$ cat src/hdl/gcg_pkg.sv
// Shared constants, tables and types of the gradient color generator.
package gcg_pkg;

	localparam int MAX_COLORS   = 64;
	localparam int GAMMA_TENTHS = 24;
	localparam int FRAC_BITS    = 16;

	localparam int IDX_W  = 6;
	localparam int CNT_W  = 7;
	localparam int PAL_W  = 3;
	localparam int CH_W   = 8;
	localparam int CFG_W  = 7;
	localparam int SEC_W  = 2;
	localparam int D_W    = 6;

	// index * (stops - 1) fits in NUM_W bits; reciprocal of the divisor in Q(RECIP_SHIFT)
	localparam int NUM_W       = IDX_W + 1;
	localparam int RECIP_SHIFT = FRAC_BITS + NUM_W + D_W;
	localparam int RECIP_W     = RECIP_SHIFT + 1;
	localparam int PROD_W      = NUM_W + RECIP_W;
	localparam int POS_W       = FRAC_BITS + SEC_W;
	localparam int BLEND_W     = CH_W + FRAC_BITS + 1;

	// Q30 arithmetic used while building the tables
	localparam int          QBITS = 30;
	localparam logic [63:0] QONE  = 64'd1 << QBITS;

	// register indexes
	localparam logic REG_PALETTE = 1'b0;
	localparam logic REG_COUNT   = 1'b1;

	localparam logic [PAL_W-1:0] PAL_RESET   = 3'd0;
	localparam logic [CNT_W-1:0] COUNT_RESET = 7'd2;

	typedef logic [2:0][CH_W-1:0] rgb_t;
	typedef logic [0:7][0:2][0:2][CH_W-1:0] stops_t;
	typedef logic [0:255][30:0] lin_t;
	typedef logic [0:255][CH_W-1:0] byte_tab_t;
	typedef logic [0:63][RECIP_W-1:0] recip_tab_t;

	// stop colors per palette: {r, g, b} of stop 0, 1, 2
	localparam stops_t STOP_RGB = '{
		'{'{8'd255, 8'd0,   8'd0  }, '{8'd0,   8'd255, 8'd0  }, '{8'd0, 8'd0, 8'd0  }},
		'{'{8'd255, 8'd0,   8'd0  }, '{8'd0,   8'd0,   8'd255}, '{8'd0, 8'd0, 8'd0  }},
		'{'{8'd255, 8'd128, 8'd0  }, '{8'd131, 8'd0,   8'd255}, '{8'd0, 8'd0, 8'd0  }},
		'{'{8'd0,   8'd255, 8'd255}, '{8'd255, 8'd0,   8'd255}, '{8'd0, 8'd0, 8'd0  }},
		'{'{8'd255, 8'd0,   8'd255}, '{8'd128, 8'd255, 8'd0  }, '{8'd0, 8'd0, 8'd0  }},
		'{'{8'd64,  8'd224, 8'd208}, '{8'd255, 8'd128, 8'd0  }, '{8'd255, 8'd0, 8'd255}},
		'{'{8'd255, 8'd128, 8'd0  }, '{8'd128, 8'd255, 8'd0  }, '{8'd0, 8'd0, 8'd255}},
		'{'{8'd0,   8'd0,   8'd0  }, '{8'd0,   8'd0,   8'd0  }, '{8'd0, 8'd0, 8'd0  }}
	};

	// number of segments (stops - 1) per palette
	localparam logic [0:7][SEC_W-1:0] STOP_SEC = '{
		2'd1, 2'd1, 2'd1, 2'd1, 2'd1, 2'd2, 2'd2, 2'd0
	};

	// n truncated Q30 self-multiplies starting from one
	function automatic logic [63:0] qpow(input logic [63:0] x, input int n);
		logic [63:0] r;
		r = QONE;
		for (int i = 0; i < n; i++) begin
			r = (r * x) >> QBITS;
		end
		return r;
	endfunction

	// y/255 raised to the power 1.0 in the gamma's tenth-power domain
	function automatic lin_t build_lin10();
		lin_t        t;
		logic [63:0] q;
		for (int h = 0; h < 16; h++) begin
			for (int l = 0; l < 16; l++) begin
				q = (64'(h * 16 + l) << QBITS) / 64'd255;
				t[h * 16 + l] = 31'(qpow(q, 10));
			end
		end
		return t;
	endfunction

	// sRGB code to linear code: largest y with lin10[y] <= b^gamma
	function automatic logic [CH_W-1:0] inv_srgb(input logic [CH_W-1:0] c, input lin_t lin);
		logic [63:0]     b;
		logic [63:0]     p;
		logic [CH_W-1:0] best;
		best = '0;
		if (c > 8'd10) begin
			b = ((64'(c) * 64'd1000 + 64'd14025) << QBITS) / 64'd269025;
			p = qpow(b, GAMMA_TENTHS);
			for (int h = 0; h < 16; h++) begin
				for (int l = 0; l < 16; l++) begin
					if ((h * 16 + l) > 0 && 64'(lin[h * 16 + l]) <= p) begin
						best = best + 8'd1;
					end
				end
			end
		end
		return best;
	endfunction

	// linear codes of every stop color
	function automatic stops_t build_inv_stop();
		lin_t   lin;
		stops_t t;
		lin = build_lin10();
		for (int p = 0; p < 8; p++) begin
			for (int s = 0; s < 3; s++) begin
				for (int k = 0; k < 3; k++) begin
					t[p][s][k] = inv_srgb(STOP_RGB[p][s][k], lin);
				end
			end
		end
		return t;
	endfunction

	// linear code to sRGB code: output o is reached when the sRGB threshold
	// of o, raised to the gamma, stays at or below the linear value
	function automatic byte_tab_t build_fwd();
		lin_t        lin;
		lin_t        thr;
		byte_tab_t   t;
		logic [63:0] tv;
		logic [7:0]  n;
		lin = build_lin10();
		thr = '0;
		for (int h = 0; h < 16; h++) begin
			for (int l = 0; l < 16; l++) begin
				if ((h * 16 + l) > 0) begin
					tv = (((64'(h * 16 + l) * 64'd1000 + 64'd14025) << QBITS) + 64'd269024)
						/ 64'd269025;
					thr[h * 16 + l] = 31'(qpow(tv, GAMMA_TENTHS));
				end
			end
		end
		for (int vh = 0; vh < 16; vh++) begin
			for (int vl = 0; vl < 16; vl++) begin
				n = '0;
				for (int h = 0; h < 16; h++) begin
					for (int l = 0; l < 16; l++) begin
						if ((h * 16 + l) > 0 && thr[h * 16 + l] <= lin[vh * 16 + vl]) begin
							n = n + 8'd1;
						end
					end
				end
				t[vh * 16 + vl] = n;
			end
		end
		t[0] = '0;
		return t;
	endfunction

	// ceil(2^RECIP_SHIFT / d) by long division; zero for d = 0
	function automatic recip_tab_t build_recip();
		recip_tab_t         t;
		logic [RECIP_W-1:0] n;
		logic [RECIP_W-1:0] q;
		logic [D_W:0]       rem;
		t[0] = '0;
		for (int d = 1; d < 64; d++) begin
			n   = (RECIP_W'(1) << RECIP_SHIFT) + RECIP_W'(d - 1);
			q   = '0;
			rem = '0;
			for (int i = RECIP_W - 1; i >= 0; i--) begin
				rem = {rem[D_W-1:0], n[i]};
				if (rem >= (D_W + 1)'(d)) begin
					rem  = rem - (D_W + 1)'(d);
					q[i] = 1'b1;
				end
			end
			t[d] = q;
		end
		return t;
	endfunction

	localparam stops_t     INV_STOP  = build_inv_stop();
	localparam byte_tab_t  FWD_TAB   = build_fwd();
	localparam recip_tab_t RECIP_TAB = build_recip();

	// position stage result
	typedef struct packed {
		logic [PAL_W-1:0] pal;
		logic [SEC_W-1:0] sec;
		logic             err;
		logic [POS_W-1:0] pos;
	} pos_t;

	// blend stage result: linear code, or the final stop itself
	typedef struct packed {
		logic err;
		logic last;
		rgb_t col;
	} mix_t;

endpackage

$ cat src/hdl/gcg_pos.sv
// Position stages: segment count and reciprocal lookup, then position multiply.
module gcg_pos
	import gcg_pkg::*;
(
	input  logic             clk,
	input  logic             arst_n,
	input  logic [PAL_W-1:0] palette_select,
	input  logic [CNT_W-1:0] color_count,
	input  logic             in_valid,
	output logic             in_ready,
	input  logic [IDX_W-1:0] color_index,
	output logic             pos_valid,
	input  logic             pos_ready,
	output pos_t             pos_out
);

	logic               vld_s1;
	logic [PAL_W-1:0]   pal_s1;
	logic [SEC_W-1:0]   sec_s1;
	logic               err_s1;
	logic [NUM_W-1:0]   num_s1;
	logic [RECIP_W-1:0] recip_s1;
	logic               rdy_s1;

	logic               vld_s2;
	pos_t               pos_s2;
	logic               rdy_s2;

	logic [SEC_W-1:0]   sec;
	logic [D_W-1:0]     div;
	logic [PROD_W-1:0]  prod;

	// divisor is count - 1, with counts above the maximum taken as the maximum
	always_comb begin
		sec = STOP_SEC[palette_select];
		if (color_count > CNT_W'(MAX_COLORS)) begin
			div = D_W'(MAX_COLORS - 1);
		end else begin
			div = D_W'(color_count - CNT_W'(1));
		end
	end

	assign rdy_s2   = !vld_s2 || pos_ready;
	assign rdy_s1   = !vld_s1 || rdy_s2;
	assign in_ready = rdy_s1;

	// stage 1
	always_ff @(posedge clk or negedge arst_n) begin
		if (!arst_n) begin
			vld_s1 <= 1'b0;
		end else if (rdy_s1) begin
			vld_s1 <= in_valid;
		end
	end

	always_ff @(posedge clk) begin
		if (rdy_s1 && in_valid) begin
			pal_s1   <= palette_select;
			sec_s1   <= sec;
			err_s1   <= {1'b0, color_index} >= color_count;
			num_s1   <= NUM_W'({1'b0, color_index}) * NUM_W'(sec);
			recip_s1 <= RECIP_TAB[div];
		end
	end

	// stage 2: pos = num * 2^FRAC_BITS / div through the exact reciprocal
	assign prod = PROD_W'(num_s1) * PROD_W'(recip_s1);

	always_ff @(posedge clk or negedge arst_n) begin
		if (!arst_n) begin
			vld_s2 <= 1'b0;
		end else if (rdy_s2) begin
			vld_s2 <= vld_s1;
		end
	end

	always_ff @(posedge clk) begin
		if (rdy_s2 && vld_s1) begin
			pos_s2.pal <= pal_s1;
			pos_s2.sec <= sec_s1;
			pos_s2.err <= err_s1;
			pos_s2.pos <= prod[RECIP_SHIFT-FRAC_BITS +: POS_W];
		end
	end

	assign pos_valid = vld_s2;
	assign pos_out   = pos_s2;

endmodule

$ cat src/hdl/gcg_mix.sv
// Blend stage: linear-light interpolation between the two stops of a segment.
module gcg_mix
	import gcg_pkg::*;
(
	input  logic clk,
	input  logic arst_n,
	input  logic pos_valid,
	output logic pos_ready,
	input  pos_t pos_in,
	output logic mix_valid,
	input  logic mix_ready,
	output mix_t mix_out
);

	logic                 vld_s3;
	mix_t                 mix_s3;
	logic                 rdy_s3;

	logic [SEC_W-1:0]     seg;
	logic [FRAC_BITS-1:0] frac;
	logic                 last;
	logic [SEC_W-1:0]     sidx;
	logic [SEC_W-1:0]     nidx;
	logic [FRAC_BITS:0]   wa;
	logic [BLEND_W-1:0]   sum [3];
	rgb_t                 col;

	// segment, weight and stop indexes
	always_comb begin
		seg  = pos_in.pos[FRAC_BITS +: SEC_W];
		frac = pos_in.pos[FRAC_BITS-1:0];
		last = seg >= pos_in.sec;
		sidx = last ? pos_in.sec : seg;
		nidx = (sidx == 2'd0) ? 2'd1 : 2'd2;
		wa   = (FRAC_BITS + 1)'(1) << FRAC_BITS;
		wa   = wa - {1'b0, frac};
	end

	// per channel: (a * (1 - f) + b * f) truncated
	always_comb begin
		for (int k = 0; k < 3; k++) begin
			sum[k] = BLEND_W'(INV_STOP[pos_in.pal][sidx][k]) * BLEND_W'(wa)
				+ BLEND_W'(INV_STOP[pos_in.pal][nidx][k]) * BLEND_W'({1'b0, frac});
			col[k] = last ? STOP_RGB[pos_in.pal][pos_in.sec][k]
				: sum[k][FRAC_BITS +: CH_W];
		end
	end

	assign rdy_s3    = !vld_s3 || mix_ready;
	assign pos_ready = rdy_s3;

	always_ff @(posedge clk or negedge arst_n) begin
		if (!arst_n) begin
			vld_s3 <= 1'b0;
		end else if (rdy_s3) begin
			vld_s3 <= pos_valid;
		end
	end

	always_ff @(posedge clk) begin
		if (rdy_s3 && pos_valid) begin
			mix_s3.err  <= pos_in.err;
			mix_s3.last <= last;
			mix_s3.col  <= col;
		end
	end

	assign mix_valid = vld_s3;
	assign mix_out   = mix_s3;

endmodule

$ cat src/hdl/gcg_out.sv
// Output stage: forward sRGB lookup, error masking and the output register.
module gcg_out
	import gcg_pkg::*;
(
	input  logic clk,
	input  logic arst_n,
	input  logic mix_valid,
	output logic mix_ready,
	input  mix_t mix_in,
	output logic out_valid,
	input  logic out_ready,
	output rgb_t col_out,
	output logic err_out
);

	logic vld_s4;
	rgb_t col_s4;
	logic err_s4;
	logic rdy_s4;
	rgb_t col;

	// errors give black, the final stop passes unchanged, blends go back to sRGB
	always_comb begin
		for (int k = 0; k < 3; k++) begin
			if (mix_in.err) begin
				col[k] = '0;
			end else if (mix_in.last) begin
				col[k] = mix_in.col[k];
			end else begin
				col[k] = FWD_TAB[mix_in.col[k]];
			end
		end
	end

	assign rdy_s4    = !vld_s4 || out_ready;
	assign mix_ready = rdy_s4;

	always_ff @(posedge clk or negedge arst_n) begin
		if (!arst_n) begin
			vld_s4 <= 1'b0;
		end else if (rdy_s4) begin
			vld_s4 <= mix_valid;
		end
	end

	always_ff @(posedge clk) begin
		if (rdy_s4 && mix_valid) begin
			col_s4 <= col;
			err_s4 <= mix_in.err;
		end
	end

	assign out_valid = vld_s4;
	assign col_out   = col_s4;
	assign err_out   = err_s4;

endmodule

$ cat src/hdl/gamma_correct_gradient_color.sv
// Top level of the gradient color generator with linear-light blending.
//
// Usage: a request carries color_index on the in_valid / in_ready channel and
// returns one color (red, green, blue, index_error) on out_valid / out_ready.
// The gradient spans color_count colors over the stops of the palette chosen
// by palette_select; both are set through cfg_write / cfg_index / cfg_data
// (index 0 palette, 1 count) while no request is in flight.
// Pipeline: a request passes through four register stages (position, multiply,
// blend, sRGB lookup), each with its own valid bit.
// Throughput: one request per cycle; a new request is taken every cycle while
// out_ready is high. The position multiply (7 x 30 bits) sets the longest stage.
// Stall: when out_ready is low the result holds in the output register and
// empty stages ahead of it keep filling, so in_ready drops only once all four
// stages hold a request.
// Reset: arst_n clears all valid bits and sets palette 0 and a count of 2.
// An index at or past the count returns black with index_error set.
module gamma_correct_gradient_color
	import gcg_pkg::*;
(
	input  logic             clk,
	input  logic             arst_n,
	input  logic             cfg_write,
	input  logic             cfg_index,
	input  logic [CFG_W-1:0] cfg_data,
	input  logic             in_valid,
	output logic             in_ready,
	input  logic [IDX_W-1:0] color_index,
	output logic             out_valid,
	input  logic             out_ready,
	output logic [CH_W-1:0]  red,
	output logic [CH_W-1:0]  green,
	output logic [CH_W-1:0]  blue,
	output logic             index_error
);

	logic [PAL_W-1:0] palette_select_q;
	logic [CNT_W-1:0] color_count_q;

	logic pos_valid;
	logic pos_ready;
	pos_t pos_data;
	logic mix_valid;
	logic mix_ready;
	mix_t mix_data;
	rgb_t col;

	// configuration registers
	always_ff @(posedge clk or negedge arst_n) begin
		if (!arst_n) begin
			palette_select_q <= PAL_RESET;
			color_count_q    <= COUNT_RESET;
		end else if (cfg_write) begin
			unique case (cfg_index)
				REG_PALETTE: palette_select_q <= cfg_data[PAL_W-1:0];
				REG_COUNT:   color_count_q    <= cfg_data[CNT_W-1:0];
				default:     ;
			endcase
		end
	end

	gcg_pos u_pos (
		.clk            (clk),
		.arst_n         (arst_n),
		.palette_select (palette_select_q),
		.color_count    (color_count_q),
		.in_valid       (in_valid),
		.in_ready       (in_ready),
		.color_index    (color_index),
		.pos_valid      (pos_valid),
		.pos_ready      (pos_ready),
		.pos_out        (pos_data)
	);

	gcg_mix u_mix (
		.clk       (clk),
		.arst_n    (arst_n),
		.pos_valid (pos_valid),
		.pos_ready (pos_ready),
		.pos_in    (pos_data),
		.mix_valid (mix_valid),
		.mix_ready (mix_ready),
		.mix_out   (mix_data)
	);

	gcg_out u_out (
		.clk       (clk),
		.arst_n    (arst_n),
		.mix_valid (mix_valid),
		.mix_ready (mix_ready),
		.mix_in    (mix_data),
		.out_valid (out_valid),
		.out_ready (out_ready),
		.col_out   (col),
		.err_out   (index_error)
	);

	assign red   = col[0];
	assign green = col[1];
	assign blue  = col[2];

endmodule

$ cat config.mk
export PLATFORM = sky130hd
export DESIGN_NAME = gamma_correct_gradient_color
export DESIGN_NICKNAME = d
export VERILOG_FILES = /design/src/hdl/gcg_pkg.sv /design/src/hdl/gcg_pos.sv /design/src/hdl/gcg_mix.sv /design/src/hdl/gcg_out.sv /design/src/hdl/gamma_correct_gradient_color.sv
export SDC_FILE = /design/constraint.sdc
export NUM_CORES = 2
export LEC_CHECK = 0
export BUFFER_PORTS_ARGS = -buffer_cell sky130_fd_sc_hd__buf_2
export CAP_MARGIN = 20
export CELL_PAD_IN_SITES_DETAIL_PLACEMENT = 1
export CELL_PAD_IN_SITES_GLOBAL_PLACEMENT = 2
export CORE_ASPECT_RATIO = 1.2
export CORE_MARGIN = 1.5
export CORE_UTILIZATION = 43
export CTS_CLUSTER_DIAMETER = 60
export DETAILED_ROUTE_END_ITERATION = 6
export PLACE_DENSITY_LB_ADDON = 0.12
export SLEW_MARGIN = 30
export SYNTH_ARGS = -nofsm -noshare
export SYNTH_HDL_FRONTEND = slang
export SYNTH_HIERARCHICAL = 1
export SYNTH_SLANG_ARGS = --single-unit
$ cat constraint.sdc
create_clock -name clk -period 9.2 [get_ports clk]
set_input_delay 0.46 -clock clk [delete_from_list [all_inputs] [get_ports clk]]
set_output_delay 0.46 -clock clk [all_outputs]
set_load 0.005 [all_outputs]
Yosys cells after proc, flatten, opt, wreduce, memory -nomap -nowiden --
Memories as Yosys holds them, arrays and structs flattened. A register that Yosys moved wholly into a read port is not among the register bits. Cells that the tools add are included.
Storage, ports and cells: word-level logic and storage cells 109, bits in latches 0, RAM bits 0, memory bits (read-only) 9232, output and inout bits 27, register bits 102, memories 7
Operators by class: $mul 8, div/mod/pow operators 0, reductions and logical operators 15, shift-type cells 0, bitwise logic cells 10, muxes and demuxes 30, $lt $le $gt $ge 11, equal/unequal tests 0, add/sub/neg operators 5
Memory list:
- (name not given) | depth 256, width 8, read ports 1, clocked after Yosys merged registers in 0, write ports 0, RTL line gcg_out.sv:30 | col[k] = FWD_TAB[mix_in.col[k]];
- (name not given) | depth 256, width 8, read ports 1, clocked after Yosys merged registers in 0, write ports 0, RTL line gcg_out.sv:30
- (name not given) | depth 256, width 8, read ports 1, clocked after Yosys merged registers in 0, write ports 0, RTL line gcg_out.sv:30
- (name not given) | depth 64, width 30, read ports 1, clocked after Yosys merged registers in 1, write ports 0, RTL line gcg_pos.sv:62 | recip_s1 <= RECIP_TAB[div];
- (name not given) | depth 8, width 72, read ports 1, clocked after Yosys merged registers in 0, write ports 0, RTL line gcg_mix.sv:44 | col[k] = last ? STOP_RGB[pos_in.pal][pos_in.sec][k]
- (name not given) | depth 8, width 72, read ports 1, clocked after Yosys merged registers in 0, write ports 0, RTL line gcg_mix.sv:42 | sum[k] = BLEND_W'(INV_STOP[pos_in.pal][sidx][k]) * BLEND_W'(wa)
- +1 memories
Operators with widths (number):
- $mux 72 | 4
- $bmux 24 s2 | 3
- $mux 24 | 6
- $mux 8 | 12
- $add 24x24->24 | 3
- $mul 8x16->24 | 3
- $mul 8x17->24 | 3
- $mul 7x30->31 | 1
- $ge 9x9->1 const B | 3
- $not 8->9 | 3
- $sub 17x16->17 const A | 1
- $ge 3x3->1 const B | 3
- $not 2->3 | 3
- $ge 4x4->1 const B | 2
- $mux 2 | 4
- $not 3->4 | 2
- $ge 6x7->1 | 1
- $gt 7x7->1 const B | 1
- $mul 6x2->7 | 1
- $not 6->7 | 1
- $mux 6 | 1
- $sub 6x1->6 const B | 1
- $logic_and 1x1->1 | 4
- $logic_not 1->1 | 4
- 5 further kinds | 9

Logic depth before layout (Yosys ltp) --
word-level depth 11, depth in mapped cells 34

Hierarchy --
Netlist, hierarchy kept.
By module, submodules not included:
- gcg_mix | times used 1, area an instance 23154.7 um^2, sequential area each 805.8 um^2, cells an instance 2428
- gcg_pos | times used 1, area an instance 10247.3 um^2, sequential area each 2062.0 um^2, cells an instance 1152
- gcg_out | times used 1, area an instance 5517.8 um^2, sequential area each 775.7 um^2, cells an instance 782
- gamma_correct_gradient_color | times used 1, area an instance 376.6 um^2, sequential area each 251.5 um^2, cells an instance 22

Least setup slack after synthesis --
Ideal clock, no wire load.
path kind register -> register, start register u_pos.pos_s2, in the netlist u_pos/pos_out[19], end register u_mix.mix_s3, in the netlist u_mix/mix_out[15] (data pin), path buffers 2, stages on the path, launching flop included 32, setup time 136 ps, setup slack 961 ps, arrival 8104 ps, cells stage by stage edfxtp_1 ha_1 or3b_1 nand2_1 nand3_1 clkbuf_1 and2_1 a31oi_1 clkbuf_1 nand2_1 fa_1 inv_1 fa_1 inv_1 fa_1 inv_1 fa_1 fa_1 inv_1 fa_1 inv_1 ha_1 a21oi_1 o221ai_1 a21oi_1 o21ai_0 a21o_1 a2111oi_0 o31ai_1 a21o_1 a2111o_1 nand3_1
RTL lines:
- from (decl) | RTL line gcg_pos.sv:26 | pos_t pos_s2;
- to (decl) | RTL line gcg_mix.sv:16 | mix_t mix_s3;

==> run metrics <==
outcome=complete, no violations; Slew Limit Fails=0; crit-path max FO=17; width of the die=~280 um; Syn Inst Count=roughly 4400; io pins=46; Die Y=~330 um; Clock Tree Root=clkbuf_16; share of layout cells above drive strength 1=under 10%; fin nets=5434; CTS tree=done; setup ws final=slightly above 0.5 ns; initial cell density of the core=between 40% and 50%; Max-Slew Margin vs Limit=33.91%; Yosys reg bits=between 100 and 150; Clk Latency, worst-skew pair=slightly below 0.5 ns; Initial DRC Count=approximately 1700; Detail Route Antenna Nets=0; final setup violation count=0; syn_area_per_cell=roughly 9 um2; f_max=about 120 MHz; Primary FF master, synth=edfxtp_1; drc violations=0; Reg clk slew, reported paths=around 0.070 ns; syn_nets=around 5500; number of buffers inserted by port buffering=45; routed len/inst=22.17 um; vias=~30000; drt total wl=between 100000 and 150000 um; clk_skew=about 0.014 ns; Syn Std Cell Area=39300 um2; crit share post-route=roughly 94%; CP startpoint kind=flip-flop; HPWL after DPL=approximately 99000 um; Post-synth EDFFs=around 120; ANT cells=0; asr flop ratio synth=10.61%; Vias/cell=roughly 5.5; Core Area=90690 um2; worst slew pin tran=approximately 1 ns; clock period minus worst slack=approximately 8.7 ns; # rows=between 100 and 150; top cells by count, synth=979 x inv_1, 763 x fa_1, 444 x nand2_1; initial antenna violation count=1; global-route usage over all layers=a little over a quarter; Area growth syn-to-layout=5.460%; first-pass GRT wire length=just under 200000 um; area share of the largest cell type after synthesis=approximately 39%; Synth area leader=fa_1; unrepaired setup endpoints after global routing=false; largest net degree at the start of global routing=55; synth warn=6; # clock sinks=roughly 130; Max Cap Violations=0; cts bufs inserted=17; Remaining Overflow, GRT=0; Hold Vio Cnt, Final=0; critical path type=flip-flop to flip-flop; vias in the first global route=around 34000; Worst Setup End Kind=flip-flop; Worst Path Required=around 9.4 ns; worst slack at placement=-0.1033 ns; type of the worst min-delay path=input pin to flip-flop; fill count=about 10000; Placer Congestion=between 0.9 and 1; clk buf depth=2; top cells by area, synth=fa_1 39%, ha_1 10%, inv_1 9.4%; post-synthesis sequential area ratio=roughly a tenth; Distinct cells, synth=slightly above 100; worst path arrival time=between 8 and 9 ns; count leader, synth=inv_1; die area=93220 um2; 1st-pass router iterations=5; H-Tree Depth=4
## layout make-up
class / count / area (um2) / share of cell area [%]
inverter: 982 / 3686 / 8.894
timing repair buffer: 148 / 1008 / 2.433
multi-input combinational: 3057 / 30810 / 74.33
clock buffer: 17 / 425.4 / 1.027
clock inverter: 15 / 160.2 / 0.3865
sequential: 132 / 3895 / 9.399
tap: 1168 / 1461 / 3.526
## state kept, by name, summed over array words and instances (netlist names)
name              cells
color_count_q         7
palette_select_q      3
u_mix/mix_out        26
u_mix/mix_valid       1
u_out/col_out        24
u_out/err_out         1
u_out/out_valid       1
u_pos/err_s1          1
u_pos/num_s1          7
u_pos/pal_s1          3
u_pos/pos_out        24
u_pos/pos_valid       1
u_pos/recip_s1       30
u_pos/sec_s1          2
u_pos/vld_s1          1
## worst max-delay path, stage by stage, from the launching register on
cell and delay [ns]:
edfxtp_1 0.35, inv_1 0.12, ha_1 0.27, or3b_1 0.41, and2_1 0.22, or4_1 0.58, nand3_4 0.26, nand2_1 0.26
fa_1 0.60, inv_1 0.05, fa_1 0.56, fa_1 0.47, fa_1 0.59, fa_1 0.43, fa_1 0.45, ha_1 0.31
a2111oi_0 0.42, o21ai_0 0.23, a311oi_2 0.42, a2bb2oi_2 0.26, a31oi_1 0.16, a21oi_1 0.26, o21bai_1 0.14, a2111o_1 0.42
and3_1 0.17
## layout by cell type, fill, tap and decap left out, types with 8 or more instances in the layout
| master | n |
|---|---|
| a211oi_1 | 28 |
| nor2_1 | 190 |
| xor2_1 | 33 |
| a21o_1 | 31 |
| nand3_1 | 50 |
| nand2_2 | 10 |
| a2111oi_0 | 13 |
| a221oi_1 | 16 |
| nand2b_1 | 54 |
| buf_4 | 100 |
| mux2i_1 | 13 |
| a31oi_1 | 39 |
| xnor2_1 | 65 |
| o21a_1 | 12 |
| buf_2 | 45 |
| edfxtp_1 | 118 |
| and2_1 | 200 |
| nor2b_1 | 27 |
| fa_1 | 763 |
| o2111ai_1 | 11 |
| nand4_1 | 14 |
| a21oi_1 | 188 |
| o21ai_1 | 10 |
| o211ai_1 | 31 |
| o21ai_0 | 155 |
| o31ai_1 | 15 |
| and3_1 | 13 |
| a311oi_1 | 13 |
| o22ai_1 | 21 |
| ha_1 | 314 |
| inv_1 | 979 |
| nor3_1 | 46 |
| o21bai_1 | 10 |
| nand2_1 | 437 |
| or3_1 | 16 |
| mux2_2 | 15 |
| o221ai_1 | 19 |
| dfrtp_1 | 13 |
| a21boi_0 | 8 |
| clkbuf_16 | 17 |
## per-stage QoR
step / TNS, ns / hold WS, ns / instance area [um2] / util, % / cells
after global routing: 0 / 0.1762 / 41440 / 45.70 / 5519
after global placement: 0 / 0.3710 / 40770 / 44.96 / 5484
after floorplan: 0 / 0.1644 / 39300 / - / 4384
final: 0 / 0.1865 / 41440 / 45.70 / 5519
after detailed placement: -0.1033 / 0.3713 / 40780 / 44.96 / 5484
after CTS: 0 / 0.1462 / 41380 / 45.63 / 5517
## per-layer routing
layer / vias to the layer above / GRT usage [%] / wire length (um)
li1: 13804 / - / -
met1: 15893 / 35.41 / 52890
met2: 512 / 48.36 / 62850
met3: 147 / 2.208 / 3452
met4: 2 / 7.493 / 3165
met5: - / 0 / 12
## repair_timing
| item | 4_1_cts | 5_1_grt |
|---|---|---|
| endpoints found under the setup margin | 1 | 1 |
| endpoints found under the hold margin | 13 | 0 |
| buffers inserted | 0 | 0 |
| resized for setup | 1 | 13 |
| hold buffers | 1 | 0 |
## kinds of logic after synthesis
family	after synthesis	share of synthesized area, %
buffers and inverters	1195	11.84
AND/OR/NAND/NOR	1127	13.94
adder cells (fa/ha/maj)	1078	48.89
AO/OA/AOI/OAI	717	11.96
flip-flops	132	9.912
XOR/XNOR	99	2.226
multiplexers	36	1.229
## worst paths after layout
kind	startpoint	endpoint	slack, ns	depth (start not counted)
setup reg to reg	u_pos/pos_out[20]$_DFFE_PP_	u_mix/mix_out[23]$_DFFE_PP_	0.51	24
setup / recovery	u_pos/pos_out[20]$_DFFE_PP_	u_mix/mix_out[23]$_DFFE_PP_	0.51	24
max in group asynchronous	arst_n	color_count_q[1]$_DFFE_PN1P_	8.51	2
hold / removal	in_valid	u_pos/vld_s1$_DFFE_PN0N_	0.19	2
hold reg to reg	u_pos/err_s1$_DFFE_PP_	u_pos/pos_out[18]$_DFFE_PP_	0.43	0
min in group asynchronous	arst_n	color_count_q[4]$_DFFE_PN0P_	0.40	2
Power is not shown: default switching activity piles up to over one toggle a cycle in this logic, so the estimate is an artifact.
